==> src/hw/rtl/lss_pkg.sv <==
// Shared types and codes for the lottery/SRTF slot scheduler.
// No dependencies; used by lss_alu, lss_slot_table and the top level.
package lss_pkg;

  typedef enum logic [1:0] {
    SL_EMPTY = 2'd0,
    SL_READY = 2'd1,
    SL_RUN   = 2'd2
  } slot_st_t;

  typedef enum logic {
    ALU_ADD = 1'b0,
    ALU_SUB = 1'b1
  } alu_op_t;

  typedef enum logic [3:0] {
    S_IDLE,
    S_EXIT,
    S_SCAN,
    S_DIV,
    S_PICK,
    S_DEC,
    S_PREV,
    S_WIN,
    S_OUT
  } sched_state_t;

  localparam logic [1:0] MODE_CREATE = 2'd0;
  localparam logic [1:0] MODE_EXIT   = 2'd1;

  localparam logic [1:0] RS_OK   = 2'd0;
  localparam logic [1:0] RS_FULL = 2'd1;
  localparam logic [1:0] RS_NONE = 2'd2;

  localparam logic CFG_POLICY  = 1'b0;
  localparam logic CFG_QUANTUM = 1'b1;

  localparam int REM_W = 17;

  // One write into the slot table per cycle, at the index that goes with it
  typedef struct packed {
    logic             st_we;
    slot_st_t         st_val;
    logic             fill_we;
    logic [7:0]       thread;
    logic [15:0]      weight;
    logic             rem_we;
    logic [REM_W-1:0] rem;
  } tbl_wr_t;

endpackage

==> src/hw/rtl/lss_alu.sv <==
// Shared add/subtract unit of the slot scheduler.
// Depends on lss_pkg for the operation code.
module lss_alu #(
  parameter int W = 22
) (
  input  lss_pkg::alu_op_t op,
  input  logic [W-1:0]     a,
  input  logic [W-1:0]     b,
  output logic [W-1:0]     y
);

  always_comb begin
    case (op)
      lss_pkg::ALU_SUB: y = a - b;
      default:          y = a + b;
    endcase
  end

endmodule

==> src/hw/rtl/lss_slot_table.sv <==
// Thread slot table: status flags, thread ids, weights, remaining times.
// Depends on lss_pkg for the status code and the write command.
module lss_slot_table #(
  parameter int SLOTS = 8,
  parameter int IW    = 3
) (
  input  logic                        clk,
  input  logic                        rst_n,
  input  logic [IW-1:0]               rd_idx,
  output logic [7:0]                  rd_thread,
  output logic [15:0]                 rd_weight,
  output logic [lss_pkg::REM_W-1:0]   rd_rem,
  output lss_pkg::slot_st_t           slot_st [SLOTS],
  input  logic [IW-1:0]               wr_idx,
  input  lss_pkg::tbl_wr_t            wr
);

  lss_pkg::slot_st_t          st_r     [SLOTS];
  logic [7:0]                 thread_r [SLOTS];
  logic [15:0]                weight_r [SLOTS];
  logic [lss_pkg::REM_W-1:0]  rem_r    [SLOTS];

  always_ff @(posedge clk) begin
    if (!rst_n) begin
      for (int i = 0; i < SLOTS; i++) begin
        st_r[i] <= lss_pkg::SL_EMPTY;
      end
    end else if (wr.st_we) begin
      st_r[wr_idx] <= wr.st_val;
    end
  end

  always_ff @(posedge clk) begin
    if (wr.fill_we) begin
      thread_r[wr_idx] <= wr.thread;
      weight_r[wr_idx] <= wr.weight;
    end
    if (wr.fill_we) begin
      rem_r[wr_idx] <= lss_pkg::REM_W'(wr.weight);
    end else if (wr.rem_we) begin
      rem_r[wr_idx] <= wr.rem;
    end
  end

  assign rd_thread = thread_r[rd_idx];
  assign rd_weight = weight_r[rd_idx];
  assign rd_rem    = rem_r[rd_idx];
  assign slot_st   = st_r;

endmodule

==> src/hw/rtl/lottery_srtf_slot_scheduler.sv <==
// Top level of the lottery/SRTF thread slot scheduler: sequencer and registers.
// Depends on lss_pkg, lss_alu and lss_slot_table.
//
//   port group   direction  handshake          payload
//   in_*         input      in_valid/in_stall  mode target_slot thread_id weight random_value
//   out_*        output     out_valid/out_stall chosen_slot chosen_thread switched status
//   cfg_*        input      cfg_we             cfg_idx cfg_wdata
//
// Create: scan the slots for the first empty one, fill it, then register the result word.
// SRTF tick: scan for the least remaining time, decrement any winner, update, then output.
// Lottery tick: sum the weights, run a 32-bit serial modulo of the random value, pick,
// update and output; a zero total skips modulo and pick. Exit first empties a valid target.
// Sums, compares, modulo, decrement use one add/sub unit. Reset empties every slot at once.
// in_stall is high while a word is in work; a word waits in the output register
// under out_stall, and the next one finishes only once that register is free.
module lottery_srtf_slot_scheduler #(
  parameter int SLOTS = 8
) (
  input  logic        clk,
  input  logic        rst_n,
  input  logic        in_valid,
  output logic        in_stall,
  input  logic [1:0]  in_mode,
  input  logic [3:0]  in_target_slot,
  input  logic [7:0]  in_thread_id,
  input  logic [15:0] in_weight,
  input  logic [31:0] in_random_value,
  output logic        out_valid,
  input  logic        out_stall,
  output logic [3:0]  out_chosen_slot,
  output logic [7:0]  out_chosen_thread,
  output logic        out_switched,
  output logic [1:0]  out_status,
  input  logic        cfg_we,
  input  logic        cfg_idx,
  input  logic [7:0]  cfg_wdata
);

  localparam int IW = (SLOTS > 1) ? $clog2(SLOTS) : 1;
  localparam int TW = 16 + $clog2(SLOTS + 1);
  localparam int AW = TW + 2;
  localparam int RW = lss_pkg::REM_W;
  localparam logic [IW-1:0] LAST = IW'(SLOTS - 1);

  lss_pkg::sched_state_t state_r, state_nxt;

  logic [IW-1:0]  idx_r, idx_nxt;
  logic [4:0]     bit_r, bit_nxt;
  logic [TW-1:0]  acc_r, acc_nxt;
  logic [TW-1:0]  rem_r, rem_nxt;
  logic           found_r, found_nxt;
  logic [IW-1:0]  win_r, win_nxt;
  logic [RW-1:0]  best_t_r, best_t_nxt;
  logic [7:0]     thr_r, thr_nxt;
  logic           sw_r, sw_nxt;
  logic           cur_valid_r, cur_valid_nxt;
  logic [IW-1:0]  cur_idx_r, cur_idx_nxt;
  logic [1:0]     mode_r, mode_nxt;
  logic [3:0]     tgt_r, tgt_nxt;
  logic [7:0]     tid_r, tid_nxt;
  logic [15:0]    w_r, w_nxt;
  logic [31:0]    rnd_r, rnd_nxt;
  logic           policy_r, policy_nxt;
  logic [7:0]     quantum_r, quantum_nxt;
  logic           out_valid_r, out_valid_nxt;
  logic [3:0]     out_slot_r, out_slot_nxt;
  logic [7:0]     out_thr_r, out_thr_nxt;
  logic           out_sw_r, out_sw_nxt;
  logic [1:0]     out_st_r, out_st_nxt;

  logic [7:0]           rd_thread;
  logic [15:0]          rd_weight;
  logic [RW-1:0]        rd_rem;
  lss_pkg::slot_st_t    slot_st [SLOTS];
  logic [IW-1:0]        wr_idx;
  lss_pkg::tbl_wr_t     wr;

  lss_pkg::alu_op_t     alu_op;
  logic [AW-1:0]        alu_a, alu_b, alu_y;
  logic                 alu_neg;

  logic                 accept, out_free, last, live, is_create;
  logic                 create_hit, srtf_take, pick_hit, sw_calc, tgt_ok;
  logic [TW-1:0]        lot_acc;
  logic [TW:0]          rem_shift;
  logic [IW-1:0]        tgt_idx;
  logic [SLOTS-1:0]     run_vec;

  lss_slot_table #(
    .SLOTS (SLOTS),
    .IW    (IW)
  ) u_table (
    .clk       (clk),
    .rst_n     (rst_n),
    .rd_idx    (idx_r),
    .rd_thread (rd_thread),
    .rd_weight (rd_weight),
    .rd_rem    (rd_rem),
    .slot_st   (slot_st),
    .wr_idx    (wr_idx),
    .wr        (wr)
  );

  lss_alu #(
    .W (AW)
  ) u_alu (
    .op (alu_op),
    .a  (alu_a),
    .b  (alu_b),
    .y  (alu_y)
  );

  assign in_stall  = (state_r != lss_pkg::S_IDLE);
  assign accept    = in_valid && !in_stall;
  assign out_free  = !out_valid_r || !out_stall;
  assign last      = (idx_r == LAST);
  assign live      = (slot_st[idx_r] == lss_pkg::SL_READY) ||
                     (slot_st[idx_r] == lss_pkg::SL_RUN);
  assign is_create = (mode_r == lss_pkg::MODE_CREATE);
  assign alu_neg   = alu_y[AW-1];

  assign create_hit = (slot_st[idx_r] == lss_pkg::SL_EMPTY);
  assign srtf_take  = live && (rd_rem != '0) && (!found_r || alu_neg);
  assign pick_hit   = live && alu_neg;
  assign lot_acc    = live ? alu_y[TW-1:0] : acc_r;
  assign rem_shift  = {rem_r, rnd_r[bit_r]};
  assign tgt_ok     = (tgt_r != 4'd0) && (5'(tgt_r) <= 5'(SLOTS));
  assign tgt_idx    = IW'(tgt_r - 4'd1);
  assign sw_calc    = (found_r != cur_valid_r) || (found_r && (win_r != cur_idx_r));

  always_comb begin
    for (int i = 0; i < SLOTS; i++) begin
      run_vec[i] = (slot_st[i] == lss_pkg::SL_RUN);
    end
  end

  // Operand select for the shared unit
  always_comb begin
    alu_op = lss_pkg::ALU_ADD;
    alu_a  = '0;
    alu_b  = '0;
    unique case (state_r)
      lss_pkg::S_SCAN: begin
        if (policy_r) begin
          alu_a = AW'(acc_r);
          alu_b = AW'(rd_weight);
        end else begin
          alu_op = lss_pkg::ALU_SUB;
          alu_a  = AW'(rd_rem);
          alu_b  = AW'(best_t_r);
        end
      end
      lss_pkg::S_DIV: begin
        alu_op = lss_pkg::ALU_SUB;
        alu_a  = AW'(rem_shift);
        alu_b  = AW'(acc_r);
      end
      lss_pkg::S_PICK: begin
        alu_op = lss_pkg::ALU_SUB;
        alu_a  = AW'(rem_r);
        alu_b  = AW'(rd_weight);
      end
      lss_pkg::S_DEC: begin
        alu_op = lss_pkg::ALU_SUB;
        alu_a  = AW'(best_t_r);
        alu_b  = AW'(quantum_r);
      end
      default: begin
        alu_op = lss_pkg::ALU_ADD;
      end
    endcase
  end

  // Next state
  always_comb begin
    state_nxt = state_r;
    unique case (state_r)
      lss_pkg::S_IDLE: begin
        if (accept) begin
          state_nxt = (in_mode == lss_pkg::MODE_EXIT) ? lss_pkg::S_EXIT : lss_pkg::S_SCAN;
        end
      end
      lss_pkg::S_EXIT: state_nxt = lss_pkg::S_SCAN;
      lss_pkg::S_SCAN: begin
        if (is_create) begin
          if (create_hit || last) begin
            state_nxt = lss_pkg::S_OUT;
          end
        end else if (last) begin
          if (policy_r) begin
            state_nxt = (lot_acc == '0) ? lss_pkg::S_PREV : lss_pkg::S_DIV;
          end else begin
            state_nxt = (found_r || srtf_take) ? lss_pkg::S_DEC : lss_pkg::S_PREV;
          end
        end
      end
      lss_pkg::S_DIV: begin
        if (bit_r == 5'd0) begin
          state_nxt = lss_pkg::S_PICK;
        end
      end
      lss_pkg::S_PICK: begin
        if (pick_hit || last) begin
          state_nxt = lss_pkg::S_PREV;
        end
      end
      lss_pkg::S_DEC:  state_nxt = lss_pkg::S_PREV;
      lss_pkg::S_PREV: state_nxt = lss_pkg::S_WIN;
      lss_pkg::S_WIN:  state_nxt = lss_pkg::S_OUT;
      lss_pkg::S_OUT: begin
        if (out_free) begin
          state_nxt = lss_pkg::S_IDLE;
        end
      end
      default: state_nxt = lss_pkg::S_IDLE;
    endcase
  end

  // Datapath, table writes and result word
  always_comb begin
    idx_nxt       = idx_r;
    bit_nxt       = bit_r;
    acc_nxt       = acc_r;
    rem_nxt       = rem_r;
    found_nxt     = found_r;
    win_nxt       = win_r;
    best_t_nxt    = best_t_r;
    thr_nxt       = thr_r;
    sw_nxt        = sw_r;
    cur_valid_nxt = cur_valid_r;
    cur_idx_nxt   = cur_idx_r;
    mode_nxt      = mode_r;
    tgt_nxt       = tgt_r;
    tid_nxt       = tid_r;
    w_nxt         = w_r;
    rnd_nxt       = rnd_r;
    policy_nxt    = policy_r;
    quantum_nxt   = quantum_r;
    out_valid_nxt = out_valid_r && out_stall;
    out_slot_nxt  = out_slot_r;
    out_thr_nxt   = out_thr_r;
    out_sw_nxt    = out_sw_r;
    out_st_nxt    = out_st_r;
    wr_idx        = idx_r;
    wr            = '0;

    if (cfg_we) begin
      case (cfg_idx)
        lss_pkg::CFG_POLICY:  policy_nxt  = cfg_wdata[0];
        lss_pkg::CFG_QUANTUM: quantum_nxt = cfg_wdata;
        default:              policy_nxt  = policy_r;
      endcase
    end

    unique case (state_r)
      lss_pkg::S_IDLE: begin
        if (accept) begin
          mode_nxt   = in_mode;
          tgt_nxt    = in_target_slot;
          tid_nxt    = in_thread_id;
          w_nxt      = in_weight;
          rnd_nxt    = in_random_value;
          idx_nxt    = '0;
          acc_nxt    = '0;
          rem_nxt    = '0;
          found_nxt  = 1'b0;
          best_t_nxt = '0;
          sw_nxt     = 1'b0;
        end
      end
      lss_pkg::S_EXIT: begin
        if (tgt_ok) begin
          wr_idx    = tgt_idx;
          wr.st_we  = 1'b1;
          wr.st_val = lss_pkg::SL_EMPTY;
          wr.rem_we = 1'b1;
          wr.rem    = '0;
          if (cur_valid_r && (cur_idx_r == tgt_idx)) begin
            cur_valid_nxt = 1'b0;
          end
        end
      end
      lss_pkg::S_SCAN: begin
        idx_nxt = idx_r + 1'b1;
        if (is_create) begin
          if (create_hit) begin
            wr.st_we   = 1'b1;
            wr.st_val  = lss_pkg::SL_READY;
            wr.fill_we = 1'b1;
            wr.thread  = tid_r;
            wr.weight  = w_r;
            found_nxt  = 1'b1;
            win_nxt    = idx_r;
            thr_nxt    = tid_r;
          end
        end else if (policy_r) begin
          acc_nxt = lot_acc;
          if (last) begin
            rem_nxt = '0;
            bit_nxt = 5'd31;
            idx_nxt = '0;
          end
        end else if (srtf_take) begin
          found_nxt  = 1'b1;
          win_nxt    = idx_r;
          best_t_nxt = rd_rem;
          thr_nxt    = rd_thread;
        end
      end
      lss_pkg::S_DIV: begin
        // restoring step: keep the shifted remainder when it is below the total
        rem_nxt = alu_neg ? rem_shift[TW-1:0] : alu_y[TW-1:0];
        bit_nxt = bit_r - 5'd1;
      end
      lss_pkg::S_PICK: begin
        idx_nxt = idx_r + 1'b1;
        if (live) begin
          if (alu_neg) begin
            found_nxt = 1'b1;
            win_nxt   = idx_r;
            thr_nxt   = rd_thread;
          end else begin
            rem_nxt = alu_y[TW-1:0];
          end
        end
      end
      lss_pkg::S_DEC: begin
        wr_idx    = win_r;
        wr.rem_we = 1'b1;
        wr.rem    = (alu_neg || (alu_y == '0)) ? '0 : alu_y[RW-1:0];
      end
      lss_pkg::S_PREV: begin
        sw_nxt = sw_calc;
        wr_idx = cur_idx_r;
        if (sw_calc && cur_valid_r && (slot_st[cur_idx_r] != lss_pkg::SL_EMPTY)) begin
          wr.st_we  = 1'b1;
          wr.st_val = lss_pkg::SL_READY;
        end
      end
      lss_pkg::S_WIN: begin
        wr_idx = win_r;
        if (sw_r) begin
          cur_valid_nxt = found_r;
          cur_idx_nxt   = win_r;
          if (found_r) begin
            wr.st_we  = 1'b1;
            wr.st_val = lss_pkg::SL_RUN;
          end
        end
      end
      lss_pkg::S_OUT: begin
        if (out_free) begin
          out_valid_nxt = 1'b1;
          out_slot_nxt  = found_r ? 4'(5'(win_r) + 5'd1) : 4'd0;
          out_thr_nxt   = found_r ? thr_r : 8'd0;
          out_sw_nxt    = is_create ? 1'b0 : sw_r;
          if (found_r) begin
            out_st_nxt = lss_pkg::RS_OK;
          end else begin
            out_st_nxt = is_create ? lss_pkg::RS_FULL : lss_pkg::RS_NONE;
          end
        end
      end
      default: begin
        wr = '0;
      end
    endcase
  end

  always_ff @(posedge clk) begin
    if (!rst_n) begin
      state_r     <= lss_pkg::S_IDLE;
      cur_valid_r <= 1'b0;
      cur_idx_r   <= '0;
      policy_r    <= 1'b1;
      quantum_r   <= 8'd2;
      out_valid_r <= 1'b0;
      found_r     <= 1'b0;
      sw_r        <= 1'b0;
    end else begin
      state_r     <= state_nxt;
      cur_valid_r <= cur_valid_nxt;
      cur_idx_r   <= cur_idx_nxt;
      policy_r    <= policy_nxt;
      quantum_r   <= quantum_nxt;
      out_valid_r <= out_valid_nxt;
      found_r     <= found_nxt;
      sw_r        <= sw_nxt;
    end
  end

  always_ff @(posedge clk) begin
    idx_r      <= idx_nxt;
    bit_r      <= bit_nxt;
    acc_r      <= acc_nxt;
    rem_r      <= rem_nxt;
    win_r      <= win_nxt;
    best_t_r   <= best_t_nxt;
    thr_r      <= thr_nxt;
    mode_r     <= mode_nxt;
    tgt_r      <= tgt_nxt;
    tid_r      <= tid_nxt;
    w_r        <= w_nxt;
    rnd_r      <= rnd_nxt;
    out_slot_r <= out_slot_nxt;
    out_thr_r  <= out_thr_nxt;
    out_sw_r   <= out_sw_nxt;
    out_st_r   <= out_st_nxt;
  end

  assign out_valid         = out_valid_r;
  assign out_chosen_slot   = out_slot_r;
  assign out_chosen_thread = out_thr_r;
  assign out_switched      = out_sw_r;
  assign out_status        = out_st_r;

  a_one_running: assert property (@(posedge clk) disable iff (!rst_n)
    $onehot0(run_vec))
    else $error("more than one slot marked running");

  a_cur_is_running: assert property (@(posedge clk) disable iff (!rst_n)
    (state_r == lss_pkg::S_IDLE) && cur_valid_r |-> slot_st[cur_idx_r] == lss_pkg::SL_RUN)
    else $error("current slot is not marked running");

  a_div_bound: assert property (@(posedge clk) disable iff (!rst_n)
    (state_r == lss_pkg::S_DIV) |-> (rem_r < acc_r))
    else $error("partial remainder not below lottery total");

  a_out_from_seq: assert property (@(posedge clk) disable iff (!rst_n)
    $rose(out_valid_r) |-> $past(state_r) == lss_pkg::S_OUT)
    else $error("result word raised outside the output step");

endmodule

==> config.mk <==
export PLATFORM = sky130hd
export DESIGN_NAME = lottery_srtf_slot_scheduler
export DESIGN_NICKNAME = d
export VERILOG_FILES = /design/src/hw/rtl/lss_pkg.sv /design/src/hw/rtl/lss_alu.sv /design/src/hw/rtl/lss_slot_table.sv /design/src/hw/rtl/lottery_srtf_slot_scheduler.sv
export SDC_FILE = /design/constraint.sdc
export NUM_CORES = 1
export LEC_CHECK = 0
export ABC_AREA = 1
export BUFFER_PORTS_ARGS = -buffer_cell sky130_fd_sc_hd__buf_2
export CAP_MARGIN = 5
export CORE_ASPECT_RATIO = 1.1
export CORE_MARGIN = 10
export CORE_UTILIZATION = 30
export CTS_CLUSTER_DIAMETER = 30
export CTS_CLUSTER_SIZE = 10
export DETAILED_ROUTE_END_ITERATION = 7
export HOLD_SLACK_MARGIN = 0.12
export RECOVER_POWER = 25
export SETUP_SLACK_MARGIN = 0.4
export SYNTH_ARGS = -nofsm -noshare
export SYNTH_HDL_FRONTEND = slang
export SYNTH_SLANG_ARGS = --single-unit
==> constraint.sdc <==
create_clock -name clk -period 4.79 [get_ports clk]
set_clock_uncertainty 0.1 [all_clocks]
set_input_delay 0.479 -clock clk [delete_from_list [all_inputs] [get_ports clk]]
set_output_delay 0.479 -clock clk [all_outputs]
set_load 0.05 [all_outputs]
== After elaboration in Yosys (flattened, before gate mapping) ==
Memories as Yosys holds them, arrays and structs flattened. A register that Yosys moved wholly into a read port is not among the register bits.
Index checks and enable logic that the tools add are counted.
Cells by class
  reductions and logical operators: 57
  multiply operators: 0
  $add $sub $neg: 6
  multiplexer cells: 108
  divide/modulo/power cells: 0
  $lt $le $gt $ge: 6
  equality and inequality tests: 35
  shifts and indexed selects: 0
  bitwise gates (word level): 5
Operators by type and width (number)
  $mux W20: 11
  $pmux W20 S4: 2
  $mux W17: 7
  $pmux W21 S4: 1
  $mux W3: 20
  $mux W28: 2
  $mux W8: 6
  $pmux W20 S2: 1
  $pmux W18 S2: 1
  $pmux W4 S9: 1
  $pmux W17 S2: 1
  $ne A2 B2 Y1 const B: 15
  $mux W4: 7
  $mux W25: 1
  $add A21 B20 Y22: 1
  $logic_not A22 Y1: 1
  $mux W22: 1
  $sub A21 B20 Y22: 1
  $logic_not A20 Y1: 1
  $mux W1: 19
  $mux W18: 1
  $pmux W3 S3: 2
  $reduce_bool A17 Y1: 1
  $bwmux W16: 1
  49 further kinds: 112
Word-level totals
  memories: 3
  flip-flop bits (word level): 189
  output and inout bits: 17
  latch bits: 0
  bits in writable memories: 328
  ROM bits: 0
  input port bits: 76
Memories
  u_table.rem_r: depth 8, bits a word 17, read ports 1, clocked after memory_dff 1, wr ports 1, line lss_slot_table.sv:21  | logic [lss_pkg::REM_W-1:0] rem_r [SLOTS];
  u_table.weight_r: depth 8, bits a word 16, read ports 1, clocked after memory_dff 1, wr ports 1, line lss_slot_table.sv:20  | logic [15:0] weight_r [SLOTS];
  u_table.thread_r: depth 8, bits a word 8, read ports 1, clocked after memory_dff 1, wr ports 1, line lss_slot_table.sv:19  | logic [7:0] thread_r [SLOTS];

== Longest topological paths before layout ==
Gate-level depths: netlist of run 1.
  depth in word-level cells: 14
  depth in mapped cells: 37
  depth with buffers taken out: 36

== Hierarchy ==
A second synthesis of run 1 with hierarchy kept.
Unflattened totals
  cells, all modules: 3006
  area, all modules: 26405.3 µm²
Modules (own cells, without submodules)
  lss_slot_table: cells each 1604, area each 15336.0 µm², times used 1, sequential area each 10169.8 µm²
  lottery_srtf_slot_scheduler: cells each 1008, area each 8966.1 µm², times used 1, sequential area each 4994.8 µm²
  lss_alu: cells each 394, area each 2103.3 µm², times used 1, sequential area each 0.0 µm²

== Least setup slack after synthesis of run 1 ==
OpenSTA, ideal clock, no wires.
  path type: flip-flop to flip-flop
  start point: register (tool-made name)
  end point: register best_t_r[0], enable pin
  setup time: 397 ps
  path slack: 36 ps
  buffers on the path: 2
  cell stages (with the launch flop): 30
  required time: 4293 ps
  clock period less this slack: 4754 ps
  data arrival time: 4257 ps
  path through: dfxtp_1 buf_4 inv_4 buf_2 nand2_1 nand3_1 nand3_1 nand3_1 nand2_1 inv_1 ha_1 nand2_1 nor2_1 nand2_1 nor3_1 nand3_1 nand2_1 o21ai_0 a21oi_1 ha_1 nand2_1 nor2_1 and2_1 nand3_1 nand3_1 a21oi_1 nand2_4 nand3_1 nand2_1 a21oi_1
RTL lines
  end signal, assigned: line lottery_srtf_slot_scheduler.sv:398  | best_t_r <= best_t_nxt;
  end, declared: line lottery_srtf_slot_scheduler.sv:53  | logic [RW-1:0] best_t_r, best_t_nxt;

==> results_dict.tcl, run 1 <==
set metrics [dict create \
    status "finished clean" \
    mappedNetlistNets 2553 \
    num_io_pins 93 \
    tightest_slew_ns 1.076 \
    h-tree-depth 3 \
    syn-cell-area_mm2 0.02448 \
    drive_gt1_frac 0.2629 \
    core-area_mm2 0.08060 \
    synth_edf_count 481 \
    cts_root_buf "clkbuf_16" \
    path_common_cell "buf_12" \
    period_minus_slack_ns 4.695 \
    cts_inserted_buffers 108 \
    ys_seq_elements 520 \
    cts_tree "built" \
    fmax_ghz 0.2130 \
    grt_pass1_vias 19696 \
    syn-instance-count 2447 \
    ys_types 54 \
    arrival_ns 4.98 \
    relSlewSlack 0.2823 \
    slew_viol_final 0 \
    die_y_um 319.6 \
    vias 19925 \
    synthArstFlopShare 0 \
    clkTransAtPathRegs_ns 0.04 \
    initial_core_util 0.3037 \
    grt_overflow 0 \
    hold_start "rst_n" \
    hold_violations 0 \
    antenna_cells 0 \
    multi_input_area_mm2 0.008710 \
    route.detailed.drc 0 \
    track_usage 0.1622 \
    clkSinkCount 520 \
    dieWidth_um 292.4 \
    dieArea_mm2 0.09344 \
    yosys_warnings 0 \
    wl_per_cell_um 19.45 \
    first_pass_iters 5 \
    final_cell_mix "edfxtp_1 (481), nor2_1 (371), nand2_1 (359)" \
    rsz0062_at_grt "yes" \
    hold_depth 2 \
    place.gp.congestion 0.9532 \
    layout_commonest_cell "edfxtp_1" \
    reg2reg_slack_ns 0.1 \
    crit_required_ns 5.08 \
    seqCellArea_mm2 0.01524 \
    placed_cell_area_mm2 0.02792 \
    design_area_mm2 0.03398 \
    finish.utilization 0.4216 \
    clk_latency_ns 0.67 \
    io_buffers 92 \
    maxCapViolCount 0 \
    critical_path_class "reg -> reg" \
    fin_crit_sh 0.9801 \
    cp-end-kind "flip-flop" \
    wl_um 78650 \
    crit_slowest_cell "dfxtp_4" \
    hp-class "in -> reg" \
    grt_first_pass_wirelength_um 117500 \
    grt_max_degree 42 \
    ant_nets 0 \
    critPathMaxFanout 15 \
    dpl.hpwl_um 51830 \
    antenna_found_initial 0 \
    synth_ff_type "edfxtp_1" \
    syn_to_final_growth_pct 38.80 \
    reg2regPathDepth 29 \
    place_inst 3728 \
    rows 109 \
    avgSynthCellArea_um2 10.00 \
    r2r-end "rem_r[6]$_SDFFCE_PN0P_" \
    synth_seq_area_share 0.6219 \
    setup_viol 0 \
    final_cells 4044 \
    start_kind "flip-flop" \
    drtIter0Drc 1796 \
    slowest_delay_ns 0.47 \
    fillers 7493 \
    clk_path_buf_depth 3 \
    viasPerCell 4.927 \
    holdWs_ns 0.2043 \
    nNetsFinal 3007 \
    min_to "quantum_r[1]$_SDFFE_PN1P_" \
]
through the flow:
step | TNS, ns | setup slack, ns
6_report | 0 | 0.09544
5_1_grt | -1.799 | -0.09648
4_1_cts | 0 | 0.1789
3_5_place_dp | -8.584 | -0.2476
3_3_place_gp | -1.492 | -0.1136
2_1_floorplan | 0 | 0.4101
final cells by class:
class / count / share of cell area
clock buffers: 127 / 0.08223
well taps: 1054 / 0.03881
multi-input cells: 1536 / 0.2563
clock inverters: 72 / 0.02360
inverters: 281 / 0.03185
flip-flops and latches: 520 / 0.4486
repair buffers: 454 / 0.1185
what timing repair did:
action,CTS,global route
resized for setup,200,105
hold buffers,74,0
endpoints found under the hold margin,74,0
pin swaps,49,58
buffers inserted,27,7
gates cloned,6,3
setup endpoints to repair,208,210
layer usage:
layer	wire, um	GRT usage
met4	3342	0.07244
met1	32650	0.2024
met5	0	0
met2	37070	0.2666
met3	5587	0.03514
sequential cells by signal (all words and copies together) (netlist names), 4 cells and up, named ones only:
name,count
tgt_r,4
w_r,16
tid_r,8
u_table.weight_r,128
state_r,4
rem_r,20
acc_r,20
out_chosen_slot,4
quantum_r,8
u_table.slot_st,16
bit_r,5
rnd_r,32
best_t_r,17
u_table.rem_r,136
out_chosen_thread,8
u_table.thread_r,64
thr_r,8
cell families after synthesis:
group / after synthesis / share of synthesized area
xor gates and xnor gates: 21 / 0.007514
AOI/OAI and AO/OA: 473 / 0.1176
adders and majority gates: 30 / 0.01564
and+or+nand+nor: 1012 / 0.1712
buffers and inverters: 391 / 0.06609
DFF: 520 / 0.6219
critical path, delay by kind of cell, from the launching register on:
| kind | cells | cell delay, ns |
|---|---|---|
| compound gates | 7 | 1.12 |
| fa+ha+maj | 1 | 0.27 |
| buf+inv | 13 | 1.77 |
| flops | 1 | 0.47 |
| simple gates | 8 | 0.66 |
how the worst max path moves through the flow:
stage,startpoint,to,slack [ns],cells after the start
after floorplan,state_r[0]$_SDFFE_PN0P_,thr_r[0]$_DFFE_PP_,0.41,28
after global placement,flip-flop,u_table.rem_r[6][14]$_DFFE_PP_,-0.11,21
after detailed placement,flip-flop,u_table.rem_r[6][14]$_DFFE_PP_,-0.25,21
after CTS,state_r[3]$_SDFFE_PN0P_,rem_r[6]$_SDFFCE_PN0P_,0.18,33
after global routing,flip-flop,rem_r[9]$_SDFFCE_PN0P_,-0.1,33
final,flip-flop,rem_r[6]$_SDFFCE_PN0P_,0.1,29
synth_stat cells, drive strengths merged, types with 29 or more instances:
| cell type | n | area (um^2) |
|---|---|---|
| nand2 | 409 | 1609 |
| ha | 29 | 362.9 |
| dfxtp | 39 | 780.8 |
| nand3 | 142 | 745.7 |
| edfxtp | 481 | 14440 |
| buf | 49 | 329.1 |
| inv | 271 | 1022 |
| a21oi | 99 | 506.7 |
| clkbuf | 61 | 229.0 |
| nor2 | 425 | 1623 |
| a221oi | 30 | 262.8 |
| o21ai | 227 | 1181 |
Power of run 1 is left out: the tool's default activity adds up to more than one toggle a clock period on the data nets, which glitch-free logic cannot reach.
==> run 2: changes to the inputs <==
--- a/config.mk
+++ b/config.mk
@@ -8,6 +8,8 @@
 export ABC_AREA = 1
 export BUFFER_PORTS_ARGS = -buffer_cell sky130_fd_sc_hd__buf_2
 export CAP_MARGIN = 5
+export CELL_PAD_IN_SITES_DETAIL_PLACEMENT = 1
+export CELL_PAD_IN_SITES_GLOBAL_PLACEMENT = 2
 export CORE_ASPECT_RATIO = 1.1
 export CORE_MARGIN = 10
 export CORE_UTILIZATION = 30
@@ -15,6 +17,7 @@
 export CTS_CLUSTER_SIZE = 10
 export DETAILED_ROUTE_END_ITERATION = 7
 export HOLD_SLACK_MARGIN = 0.12
+export PLACE_DENSITY_LB_ADDON = 0.1
 export RECOVER_POWER = 25
 export SETUP_SLACK_MARGIN = 0.4
 export SYNTH_ARGS = -nofsm -noshare
==> run 2 against run 1 <==
- hold slack got worse by 0.018 ns
- core utilization increased by 2.7 points
- count of clock-buffer cells in the layout increased by 43
- final cell count increased by 3.2%
- via count increased by 3.3%
- critical endpoint is now best_t_r[14]$_SDFFCE_PN0P_
- largest cell class unchanged
==> results_dict.tcl, run 2 (synthesis results as in run 1) <==
set metrics [dict create \
    largest_register_ffs 136 \
    slew_viol_final 0 \
    rows 109 \
    io_buffers 92 \
    maxCapViolCount 0 \
    viasPerCell 4.932 \
    dieWidth_um 292.4 \
    crit_buf_inv 9 \
    largest_register "u_table.rem_r" \
    rsz0062_at_grt "yes" \
    grt_max_degree 42 \
    reg2regPathDepth 30 \
    crit_family "buffers and inverters" \
    grt_first_pass_wirelength_um 139400 \
    dieArea_mm2 0.09344 \
    nNetsFinal 3111 \
    drtIter0Drc 1171 \
    critical_path_class "reg -> reg" \
    fmax_ghz 0.2099 \
    relSlewSlack 0.3020 \
    clk_path_buf_depth 3 \
    clk_latency_ns 0.71 \
    r2r-end "best_t_r[14]$_SDFFCE_PN0P_" \
    num_io_pins 93 \
    place_ws_ns -0.6158 \
    crit_required_ns 5.09 \
    cp-end-kind "flip-flop" \
    die_y_um 319.6 \
    route.detailed.drc 0 \
    dpl.hpwl_um 63970 \
    ant_nets 0 \
    layout_commonest_cell "edfxtp_1" \
    place.gp.congestion 0.8791 \
    crit_slowest_cell "dfxtp_4" \
    hold_violations 0 \
    setup_viol 0 \
    final_cell_mix "edfxtp_1 (481), nor2_1 (363), nand2_1 (334)" \
    fillers 8693 \
    multi_input_area_mm2 0.009050 \
    cts_tree "built" \
    core-area_mm2 0.08060 \
    status "finished clean" \
    hp-class "in -> reg" \
    grt_overflow 0 \
    largestRegisters "u_table.rem_r (136), u_table.weight_r (128), u_table.thread_r (64)" \
    cp.depth 30 \
    seqCellArea_mm2 0.01523 \
    design_area_mm2 0.03619 \
    tightest_slew_ns 1.045 \
    arrival_ns 5.06 \
    clkSinkCount 520 \
    antenna_found_initial 0 \
    critPathMaxFanout 8 \
    grt_pass1_vias 21984 \
    wl_um 94750 \
    vias 20583 \
    placed_cell_area_mm2 0.02823 \
    initial_core_util 0.3037 \
    start_kind "flip-flop" \
    setup_slack_ns 0.02606 \
    wl_per_cell_um 22.71 \
    slowest_delay_ns 0.35 \
    reg2reg_slack_ns 0.03 \
    period_minus_slack_ns 4.764 \
    crit_end "best_t_r[14]$_SDFFCE_PN0P_" \
    first_pass_iters 5 \
    syn_to_final_growth_pct 47.85 \
    drive_gt1_frac 0.3043 \
    antenna_cells 0 \
    h-tree-depth 4 \
    clkTransAtPathRegs_ns 0.04 \
    fin_crit_sh 0.9946 \
    cts_root_buf "clkbuf_16" \
    cts_inserted_buffers 137 \
    track_usage 0.1972 \
]
-- run 2: cell count changes in the layout (fill, tap and decap cells not counted), moves of 10 or more --
| cell | previous run | this run |
|---|---|---|
| nor2_4 | 14 | 30 |
| nand2_2 | 34 | 52 |
| buf_4 | 216 | 280 |
| clkinv_1 | 15 | 25 |
| nand2_1 | 359 | 334 |
| clkbuf_16 | 111 | 146 |
| clkinv_2 | 24 | 14 |
| inv_6 | 3 | 14 |
-- run 2: how the worst min path moves through the flow --
stage / cells after the start / to / slack (ns) / startpoint
2_1_floorplan: 2 / quantum_r[5]$_SDFFE_PN0P_ / 0.33 / quantum_r[5]$_SDFFE_PN0P_
3_3_place_gp: 2 / quantum_r[0]$_SDFFE_PN0P_ / 0.35 / quantum_r[0]$_SDFFE_PN0P_
3_5_place_dp: 2 / quantum_r[0]$_SDFFE_PN0P_ / 0.36 / quantum_r[0]$_SDFFE_PN0P_
4_1_cts: 3 / quantum_r[4]$_SDFFE_PN0P_ / 0.14 / cfg_wdata[4]
5_1_grt: 3 / quantum_r[4]$_SDFFE_PN0P_ / 0.19 / cfg_wdata[4]
6_report: 3 / quantum_r[4]$_SDFFE_PN0P_ / 0.19 / cfg_wdata[4]
-- run 2: layer usage --
metal | share of wire | GRT usage | vias up
met5 | 0 | 0 | -
met4 | 0.028 | 0.06670 | 0
met3 | 0.036 | 0.03437 | 147
met2 | 0.48 | 0.3278 | 415
met1 | 0.46 | 0.2565 | 10389
li1 | - | - | 9632
-- run 2: per-stage QoR --
step	cells	hold WS, ns	utilization	setup TNS (ns)
global placement	3776	0.3468	0.3502	-35.31
global route	4173	0.1859	0.4490	-8.457
floorplan	2447	0.3300	-	0
CTS	4135	0.1439	0.4338	0
detailed placement	3776	0.3563	0.3502	-53.24
finish	4173	0.1859	0.4490	0
-- run 2: cell type report --
| cell class | instances | area share |
|---|---|---|
| inverters | 281 | 0.02980 |
| repair buffers | 528 | 0.1316 |
| well taps | 1054 | 0.03644 |
| repair inverters | 1 | 0.0001728 |
| clock buffers | 170 | 0.1004 |
| clock inverters | 83 | 0.03070 |
| multi-input cells | 1536 | 0.2500 |
| flip-flops and latches | 520 | 0.4209 |
-- run 2: repair_timing --
item,in CTS,in global routing
resized for setup,196,205
buffers inserted,26,30
hold buffers,72,0
cloned,8,8
setup endpoints to repair,213,216
hold endpoints to repair,74,0
pin swaps,60,119
-- run 2: worst reg2reg max path: cells and delay by family (launching register included) --
family / cells / cell delay, ns
flops: 1 / 0.35
buf+inv: 9 / 1.29
fa+ha+maj: 1 / 0.31
compound gates: 7 / 0.94
xor+xnor: 1 / 0.19
simple gates: 12 / 1.28
Power of run 2 is left out for the same reason.
